### src/design/swmd_pkg.sv
package swmd_pkg;

   localparam int DEPTH   = 64;
   localparam int ADDR_W  = $clog2(DEPTH);
   localparam int CNT_W   = $clog2(DEPTH + 1);
   localparam int WORD_W  = 32;
   localparam int OUT_CNT_W = 7;

   localparam logic [1:0] OP_PUSH   = 2'd0;
   localparam logic [1:0] OP_POP    = 2'd1;
   localparam logic [1:0] OP_DELMID = 2'd2;
   localparam logic [1:0] OP_READ   = 2'd3;

   localparam logic signed [WORD_W-1:0] EMPTY_WORD = -32'sd1;

   typedef struct packed {
      logic [1:0]               operation;
      logic signed [WORD_W-1:0] push_value;
   } req_type;

   typedef struct packed {
      logic signed [WORD_W-1:0] top_value;
      logic signed [WORD_W-1:0] middle_value;
      logic [OUT_CNT_W-1:0]     entry_count;
      logic                     is_empty;
      logic                     push_dropped;
   } rsp_type;

   typedef struct packed {
      logic capture;
      logic exec;
      logic shift;
      logic rd_top;
      logic rd_mid;
      logic load;
   } cmd_type;

   typedef struct packed {
      logic start_shift;
      logic shift_last;
      logic empty;
   } status_type;

endpackage

### src/design/stack_with_middle_delete_unit.sv
// Each request word is captured and executed; the top and middle entries are then read,
// and the result word is loaded and held. An empty stack skips the reads. A middle delete
// on two or more entries first moves the words above the middle down through the entry
// memory, which has one read and one write port and so moves one word a cycle.
// The next request word is taken the cycle after the result word is taken.
// Reset is synchronous and active high; it empties the stack and idles the controller,
// and it leaves the entry memory untouched.
module stack_with_middle_delete_unit (
   input  logic              clock,
   input  logic              reset,
   input  logic              req_valid,
   output logic              req_stall,
   input  swmd_pkg::req_type req_data,
   output logic              rsp_valid,
   input  logic              rsp_stall,
   output swmd_pkg::rsp_type rsp_data
);

   swmd_pkg::cmd_type    cmd;
   swmd_pkg::status_type status;

   swmd_ctrl u_ctrl (
      .clock     (clock),
      .reset     (reset),
      .req_valid (req_valid),
      .req_stall (req_stall),
      .rsp_valid (rsp_valid),
      .rsp_stall (rsp_stall),
      .status    (status),
      .cmd       (cmd)
   );

   swmd_datapath u_datapath (
      .clock    (clock),
      .reset    (reset),
      .req_data (req_data),
      .rsp_data (rsp_data),
      .cmd      (cmd),
      .status   (status)
   );

endmodule

### src/design/swmd_ctrl.sv
module swmd_ctrl (
   input  logic                clock,
   input  logic                reset,
   input  logic                req_valid,
   output logic                req_stall,
   output logic                rsp_valid,
   input  logic                rsp_stall,
   input  swmd_pkg::status_type status,
   output swmd_pkg::cmd_type    cmd
);

   localparam logic [2:0] ST_IDLE   = 3'd0;
   localparam logic [2:0] ST_EXEC   = 3'd1;
   localparam logic [2:0] ST_SHIFT  = 3'd2;
   localparam logic [2:0] ST_RD_TOP = 3'd3;
   localparam logic [2:0] ST_RD_MID = 3'd4;
   localparam logic [2:0] ST_LOAD   = 3'd5;
   localparam logic [2:0] ST_HOLD   = 3'd6;

   logic [2:0] state_ff;
   logic [2:0] state_in;

   assign req_stall = (state_ff != ST_IDLE);
   assign rsp_valid = (state_ff == ST_HOLD);

   always_comb begin
      state_in    = state_ff;
      cmd         = '0;
      unique case (state_ff)
         ST_IDLE: begin
            if (req_valid) begin
               cmd.capture = 1'b1;
               state_in    = ST_EXEC;
            end
         end
         ST_EXEC: begin
            cmd.exec = 1'b1;
            state_in = status.start_shift ? ST_SHIFT : ST_RD_TOP;
         end
         ST_SHIFT: begin
            cmd.shift = 1'b1;
            if (status.shift_last) begin
               state_in = ST_RD_TOP;
            end
         end
         ST_RD_TOP: begin
            // An empty stack needs no reads; the result carries the empty marker.
            if (status.empty) begin
               state_in = ST_LOAD;
            end else begin
               cmd.rd_top = 1'b1;
               state_in   = ST_RD_MID;
            end
         end
         ST_RD_MID: begin
            cmd.rd_mid = 1'b1;
            state_in   = ST_LOAD;
         end
         ST_LOAD: begin
            cmd.load = 1'b1;
            state_in = ST_HOLD;
         end
         ST_HOLD: begin
            if (!rsp_stall) begin
               state_in = ST_IDLE;
            end
         end
         default: begin
            state_in = ST_IDLE;
         end
      endcase
   end

   always_ff @(posedge clock) begin
      if (reset) begin
         state_ff <= ST_IDLE;
      end else begin
         state_ff <= state_in;
      end
   end

endmodule

### src/design/swmd_datapath.sv
module swmd_datapath (
   input  logic                 clock,
   input  logic                 reset,
   input  swmd_pkg::req_type    req_data,
   output swmd_pkg::rsp_type    rsp_data,
   input  swmd_pkg::cmd_type    cmd,
   output swmd_pkg::status_type status
);

   logic [swmd_pkg::WORD_W-1:0] mem [swmd_pkg::DEPTH];

   logic [1:0]                        op_ff;
   logic signed [swmd_pkg::WORD_W-1:0] value_ff;
   logic [swmd_pkg::CNT_W-1:0]        count_ff;
   logic [swmd_pkg::CNT_W-1:0]        count_in;
   logic [swmd_pkg::ADDR_W-1:0]       shift_idx_ff;
   logic [swmd_pkg::ADDR_W-1:0]       shift_idx_in;
   logic                              dropped_ff;
   logic                              dropped_in;
   logic signed [swmd_pkg::WORD_W-1:0] top_ff;
   logic [swmd_pkg::WORD_W-1:0]       rd_data_ff;
   swmd_pkg::rsp_type                 rsp_ff;
   swmd_pkg::rsp_type                 rsp_in;

   logic                        wr_en;
   logic [swmd_pkg::ADDR_W-1:0] wr_addr;
   logic [swmd_pkg::WORD_W-1:0] wr_data;
   logic                        rd_en;
   logic [swmd_pkg::ADDR_W-1:0] rd_addr;
   logic [swmd_pkg::ADDR_W-1:0] mid_idx;
   logic                        shift_more;

   assign mid_idx    = swmd_pkg::ADDR_W'(count_ff >> 1);
   assign shift_more = (swmd_pkg::CNT_W'(shift_idx_ff) + swmd_pkg::CNT_W'(2)) < count_ff;

   assign status.start_shift = (op_ff == swmd_pkg::OP_DELMID) && (count_ff > swmd_pkg::CNT_W'(1));
   assign status.shift_last  = !shift_more;
   assign status.empty       = (count_ff == '0);

   assign rsp_data = rsp_ff;

   always_comb begin
      wr_en        = 1'b0;
      wr_addr      = '0;
      wr_data      = '0;
      rd_en        = 1'b0;
      rd_addr      = '0;
      count_in     = count_ff;
      shift_idx_in = shift_idx_ff;
      dropped_in   = dropped_ff;
      rsp_in       = rsp_ff;

      if (cmd.exec) begin
         dropped_in = 1'b0;
         case (op_ff)
            swmd_pkg::OP_PUSH: begin
               if (count_ff < swmd_pkg::CNT_W'(swmd_pkg::DEPTH)) begin
                  wr_en    = 1'b1;
                  wr_addr  = swmd_pkg::ADDR_W'(count_ff);
                  wr_data  = value_ff;
                  count_in = count_ff + swmd_pkg::CNT_W'(1);
               end else begin
                  dropped_in = 1'b1;
               end
            end
            swmd_pkg::OP_POP: begin
               if (count_ff != '0) begin
                  count_in = count_ff - swmd_pkg::CNT_W'(1);
               end
            end
            swmd_pkg::OP_DELMID: begin
               // With two or more entries the words above the middle move down
               // one place; a single entry is simply removed.
               if (count_ff > swmd_pkg::CNT_W'(1)) begin
                  rd_en        = 1'b1;
                  rd_addr      = mid_idx + swmd_pkg::ADDR_W'(1);
                  shift_idx_in = mid_idx;
               end else if (count_ff != '0) begin
                  count_in = '0;
               end
            end
            default: begin
            end
         endcase
      end

      if (cmd.shift) begin
         // The word read last cycle lands one place lower; the next read is
         // already under way.
         wr_en   = 1'b1;
         wr_addr = shift_idx_ff;
         wr_data = rd_data_ff;
         if (shift_more) begin
            rd_en        = 1'b1;
            rd_addr      = shift_idx_ff + swmd_pkg::ADDR_W'(2);
            shift_idx_in = shift_idx_ff + swmd_pkg::ADDR_W'(1);
         end else begin
            count_in = count_ff - swmd_pkg::CNT_W'(1);
         end
      end

      if (cmd.rd_top) begin
         rd_en   = 1'b1;
         rd_addr = swmd_pkg::ADDR_W'(count_ff - swmd_pkg::CNT_W'(1));
      end

      if (cmd.rd_mid) begin
         rd_en   = 1'b1;
         rd_addr = mid_idx;
      end

      if (cmd.load) begin
         rsp_in.entry_count  = swmd_pkg::OUT_CNT_W'(count_ff);
         rsp_in.is_empty     = (count_ff == '0);
         rsp_in.push_dropped = dropped_ff;
         if (count_ff == '0) begin
            rsp_in.top_value    = swmd_pkg::EMPTY_WORD;
            rsp_in.middle_value = swmd_pkg::EMPTY_WORD;
         end else begin
            rsp_in.top_value    = top_ff;
            rsp_in.middle_value = rd_data_ff;
         end
      end
   end

   always_ff @(posedge clock) begin
      if (wr_en) begin
         mem[wr_addr] <= wr_data;
      end
      if (rd_en) begin
         rd_data_ff <= mem[rd_addr];
      end
   end

   always_ff @(posedge clock) begin
      if (cmd.capture) begin
         op_ff    <= req_data.operation;
         value_ff <= req_data.push_value;
      end
      if (cmd.rd_mid) begin
         top_ff <= rd_data_ff;
      end
      shift_idx_ff <= shift_idx_in;
      dropped_ff   <= dropped_in;
      rsp_ff       <= rsp_in;
   end

   always_ff @(posedge clock) begin
      if (reset) begin
         count_ff <= '0;
      end else begin
         count_ff <= count_in;
      end
   end

endmodule

### config.mk
export PLATFORM = sky130hd
export DESIGN_NAME = stack_with_middle_delete_unit
export DESIGN_NICKNAME = d
export VERILOG_FILES = /design/src/design/swmd_pkg.sv /design/src/design/stack_with_middle_delete_unit.sv /design/src/design/swmd_ctrl.sv /design/src/design/swmd_datapath.sv
export SDC_FILE = /design/constraint.sdc
export NUM_CORES = 2
export LEC_CHECK = 0
export ABC_AREA = 0
export BUFFER_PORTS_ARGS = -buffer_cell sky130_fd_sc_hd__buf_2
export CORE_UTILIZATION = 40
export DETAILED_ROUTE_END_ITERATION = 7
export PLACE_DENSITY = 0.64
export SKIP_CTS_REPAIR_TIMING = 1
export SLEW_MARGIN = 5
export SYNTH_ARGS = -nofsm -noshare
export SYNTH_HDL_FRONTEND = slang
export SYNTH_SLANG_ARGS = --single-unit
### constraint.sdc
create_clock -name clock -period 6 [get_ports clock]
set_input_delay 0.3 -clock clock [delete_from_list [all_inputs] [get_ports clock]]
set_output_delay 0.3 -clock clock [all_outputs]
set_load 0.02 [all_outputs]
==> run_results.csv <==
group,metric,value,unit
run_status,outcome,"finished clean",
clocking,cts_made_buffers,218,
sta,min_period,5.797,ns
global_route,grt.total_usage,0.2220,
sta,setup_viol,0,
worst_hold_path,worstHoldPathType,"in2reg",
logic_synthesis,synth_flop_cell,"edfxtp_1",
die,rows,171,
die,io_pins,113,
die,die_width,471.2,um
setup_path,required,6.55,ns
setup_path,critPathKind,"reg2reg",
die,coreArea,0.2180,mm^2
clocking,clock_sinks,2236,
drt,drtIter0Drc,7340,
final_layout,syn_to_final_growth,15.17,%
clocking,cts_tree,"yes",
logic_synthesis,async_flop_share,0,
setup_path,reg2regPathDepth,16,
sta,rsz0062_at_grt,"no",
sta,slew_viol_final,0,
setup_path,crit_fanout,30,
logic_synthesis,syn_nets,5308,
final_layout,finalNetCount,5625,
logic_synthesis,synthesis.area,0.08806,mm^2
logic_synthesis,yosys.cell_types.count,82,
global_route,antenna_found_initial,7,
global_route,grt_pass1_vias,49320,
worst_hold_path,whs_path_depth,2,
sta,tns,0,ns
logic_synthesis,synthCells,5254,
final_layout,drive_gt1_frac,0.1911,
job,cap_violations,0,
logic_synthesis,synth_warnings,0,
setup_path,cp_top_family,"compound AO/OA/AOI/OAI gates",
logic_synthesis,yosys.area.top_type,"edfxtp_1",
drt,drc,0,
logic_synthesis,synth-edff-count,2220,
clocking,clockBufferDepth,3,
placed_design,portBuffers,112,
pwr,switching_power,16.86,mW
clocking,clk-insertion-delay-late,0.88,ns
setup_path,cp_common_cell,"ha_1",
logic_synthesis,ys_ff_latch,2236,
pwr,power.share.clock,0.275,
worst_hold_path,hold_path.startpoint,"req_data[7]",
die,design.die.area,0.2220,mm^2
pwr,switching_share,0.3426,
sta,whs,0.1630,ns
pwr,power_frac_seq,0.407,
setup_path,r2r_start,"u_datapath.shift_idx_ff[1]",
logic_synthesis,synth_top_area_share,0.7570,
global_route,overflow,0,
logic_synthesis,syn_area_per_cell,16.76,um^2
final_layout,fillers,18080,
setup_path,path_cells,"ha_1, nand3_1, xor2_1, inv_1, ha_1, a21oi_1, o21ai_0, a211oi_4, a221o_4, nand2_8, buf_12, buf_4, mux2i_1, o211a_1, a2111oi_0, nand4_1",
setup_path,critPathBufInv,3,
placed_design,gp_congestion,0.9033,
setup_path,start_kind,"flip-flop",
sta,fin_crit_sh,0.9662,
global_route,grt_max_degree,88,
final_layout,postLayoutCellArea,0.1014,mm^2
setup_path,critPathArrivalTime,6.35,ns
setup_path,cp-end-kind,"flip-flop",
drt,routed_wl,251200,um
logic_synthesis,synth.area.top_cells,"edfxtp_1 76%, mux4_2 4.7%, nand2_1 2.6%, mux2i_1 2.2%, nand3_1 1.6%",
clocking,htreeDepth,4,
worst_hold_path,hold-path-endpoint,"u_datapath.value_ff[7]",
drt,drtPass1Iterations,6,
setup_path,critPathLaunch,"u_datapath.shift_idx_ff[1]",
setup_path,r2r-end,"u_datapath.rd_data_ff[30]",
sta,fin_skew,0.04344,ns
die,fp.dieH,471.2,um
clocking,path_clk_slew,0.07,ns
drt,antenna_left,0,
die,start_util,0.4039,
clocking,cts_root_buf,"clkbuf_16",
placed_design,place_area,0.09402,mm^2
sta,final-hold-violation-count,0,
drt,wl_per_cell,29.21,um
pwr,power.leakage,32.61,nW
setup_path,crit_path_max_incr_delay,0.94,ns
sta,maxSlewHeadroom,0.08501,
pwr,pwr-share-comb,0.318,
setup_path,critPathSlowestCell,"a2111oi_0",
drt,via_count,51220,
sta,timing.final.ws_setup,0.2031,ns
sta,fmax,172.5,MHz
placed_design,dp_hpwl,151700,um
sta,tightest_slew,1.366,ns
placed_design,pre_cts_slack,0.4129,ns
drt,vias_per_cell,5.954,
setup_path,reg2reg_slack,0.20,ns
logic_synthesis,yosysSeqAreaShare,0.7607,
pwr,peakVddDrop,435.8,uV
global_route,grt_pass1_wl,357900,um
pwr,pwr_density_cell,485.4,mW/mm^2
pwr,power.internal,32.36,mW
-- final cells by class --
| cell class | count | area (um^2) | area share |
|---|---|---|---|
| sequential | 2236 | 66980 | 0.6605 |
| multi-input combinational | 2581 | 19850 | 0.1958 |
| clock buffer | 274 | 5708 | 0.05628 |
| timing repair buffer | 441 | 3636 | 0.03585 |
| tap | 2854 | 3571 | 0.03521 |
| clock inverter | 122 | 1311 | 0.01293 |
| inverter | 93 | 349.1 | 0.003442 |
| antenna | 1 | 2.502 | 0.00002467 |
-- layer usage --
layer,GRT usage,vias to the layer above,share of wire
li1,-,21530,-
met1,0.3089,26360,0.40
met2,0.3432,2879,0.46
met3,0.05354,445,0.11
met4,0.07105,10,0.030
met5,0,-,0.00029
-- cell families after synthesis --
| family | after synthesis | synth area share |
|---|---|---|
| compound gates | 790 | 0.06502 |
| xor+xnor | 10 | 0.0009947 |
| fa+ha+maj | 16 | 0.002273 |
| buf+inv | 437 | 0.02181 |
| flops | 2236 | 0.7607 |
| mux | 456 | 0.07921 |
| simple gates | 1309 | 0.07002 |
-- through the flow --
stage / power (mW) / util / cells
floorplan: 29.47 / - / 5254
global placement: 35.50 / 0.4313 / 8168
detailed placement: 35.72 / 0.4313 / 8168
CTS: 49.13 / 0.4635 / 8564
global route: 50.82 / 0.4652 / 8601
finish: 49.23 / 0.4652 / 8602
-- sequential cells by signal, indices dropped and copies added, names as in the netlist --
register / cells
u_datapath.dropped_ff: 1
u_datapath.shift_idx_ff: 6
u_datapath.count_ff: 7
u_datapath.top_ff: 32
u_datapath.op_ff: 2
u_datapath.value_ff: 32
u_datapath.rd_data_ff: 32
u_datapath.rsp_data: 73
u_datapath.mem: 2048
u_ctrl.state_ff: 3
-- synthesized netlist by cell type, drive strengths merged (5+ instances only) --
cell     count
a2111oi     42
a211oi     132
a311oi       6
o2111ai     21
nand3b       5
ha          16
inv         90
nor4        31
a22oi       77
a22o        48
o31ai        6
a221oi      26
xnor2        8
a21oi      105
nor4b       18
a32o        23
dfxtp       16
and4         7
o221ai      20
a32oi       13
o22ai       24
mux2        77
o211ai      52
nand2      611
nand2b      69
nand4b      10
nand3      280
clkbuf     178
o21ai       92
nor3        17
mux2i      194
a211o        7
mux4       185
and3        73
o21a         7
edfxtp    2220
nand4       58
nor2       108
buf        166
a31oi       63
-- power groups by stage --
| stage | Sequential (mW) | Clock [mW] | Combinational [mW] |
|---|---|---|---|
| 5_1_grt | 20.0 | 14.2 | 16.5 |
| 2_1_floorplan | 19.9 | 0 | 9.58 |
| 4_1_cts | 20.0 | 13.7 | 15.5 |
| 3_5_place_dp | 20.3 | 0 | 15.4 |
| 6_report | 20.0 | 13.6 | 15.6 |
| 3_3_place_gp | 20.3 | 0 | 15.2 |
-- cells in the final DEF, fill, tap and decap left out, types with 77 or more instances in the layout --
cell type,count
edfxtp_1,2220
nand2_1,609
nand3_1,279
buf_4,251
clkbuf_16,220
mux2i_1,194
mux4_2,185
a211oi_1,129
buf_2,112
a21oi_1,103
inv_1,88
o21ai_0,85
mux2_2,77
-- worst max path at each step --
stage	cells past startpoint	end	slack [ns]
final	16	u_datapath.rd_data_ff[30]	0.20
after global routing	16	u_datapath.rd_data_ff[30]	0.05
after CTS	16	u_datapath.rd_data_ff[30]	0.34
after detailed placement	16	u_datapath.rd_data_ff[30]	0.41
after global placement	16	u_datapath.rd_data_ff[30]	0.38
after floorplan	12	u_datapath.rd_data_ff[0]	1.75
No activity file was read; power rests on OpenSTA's default activity.
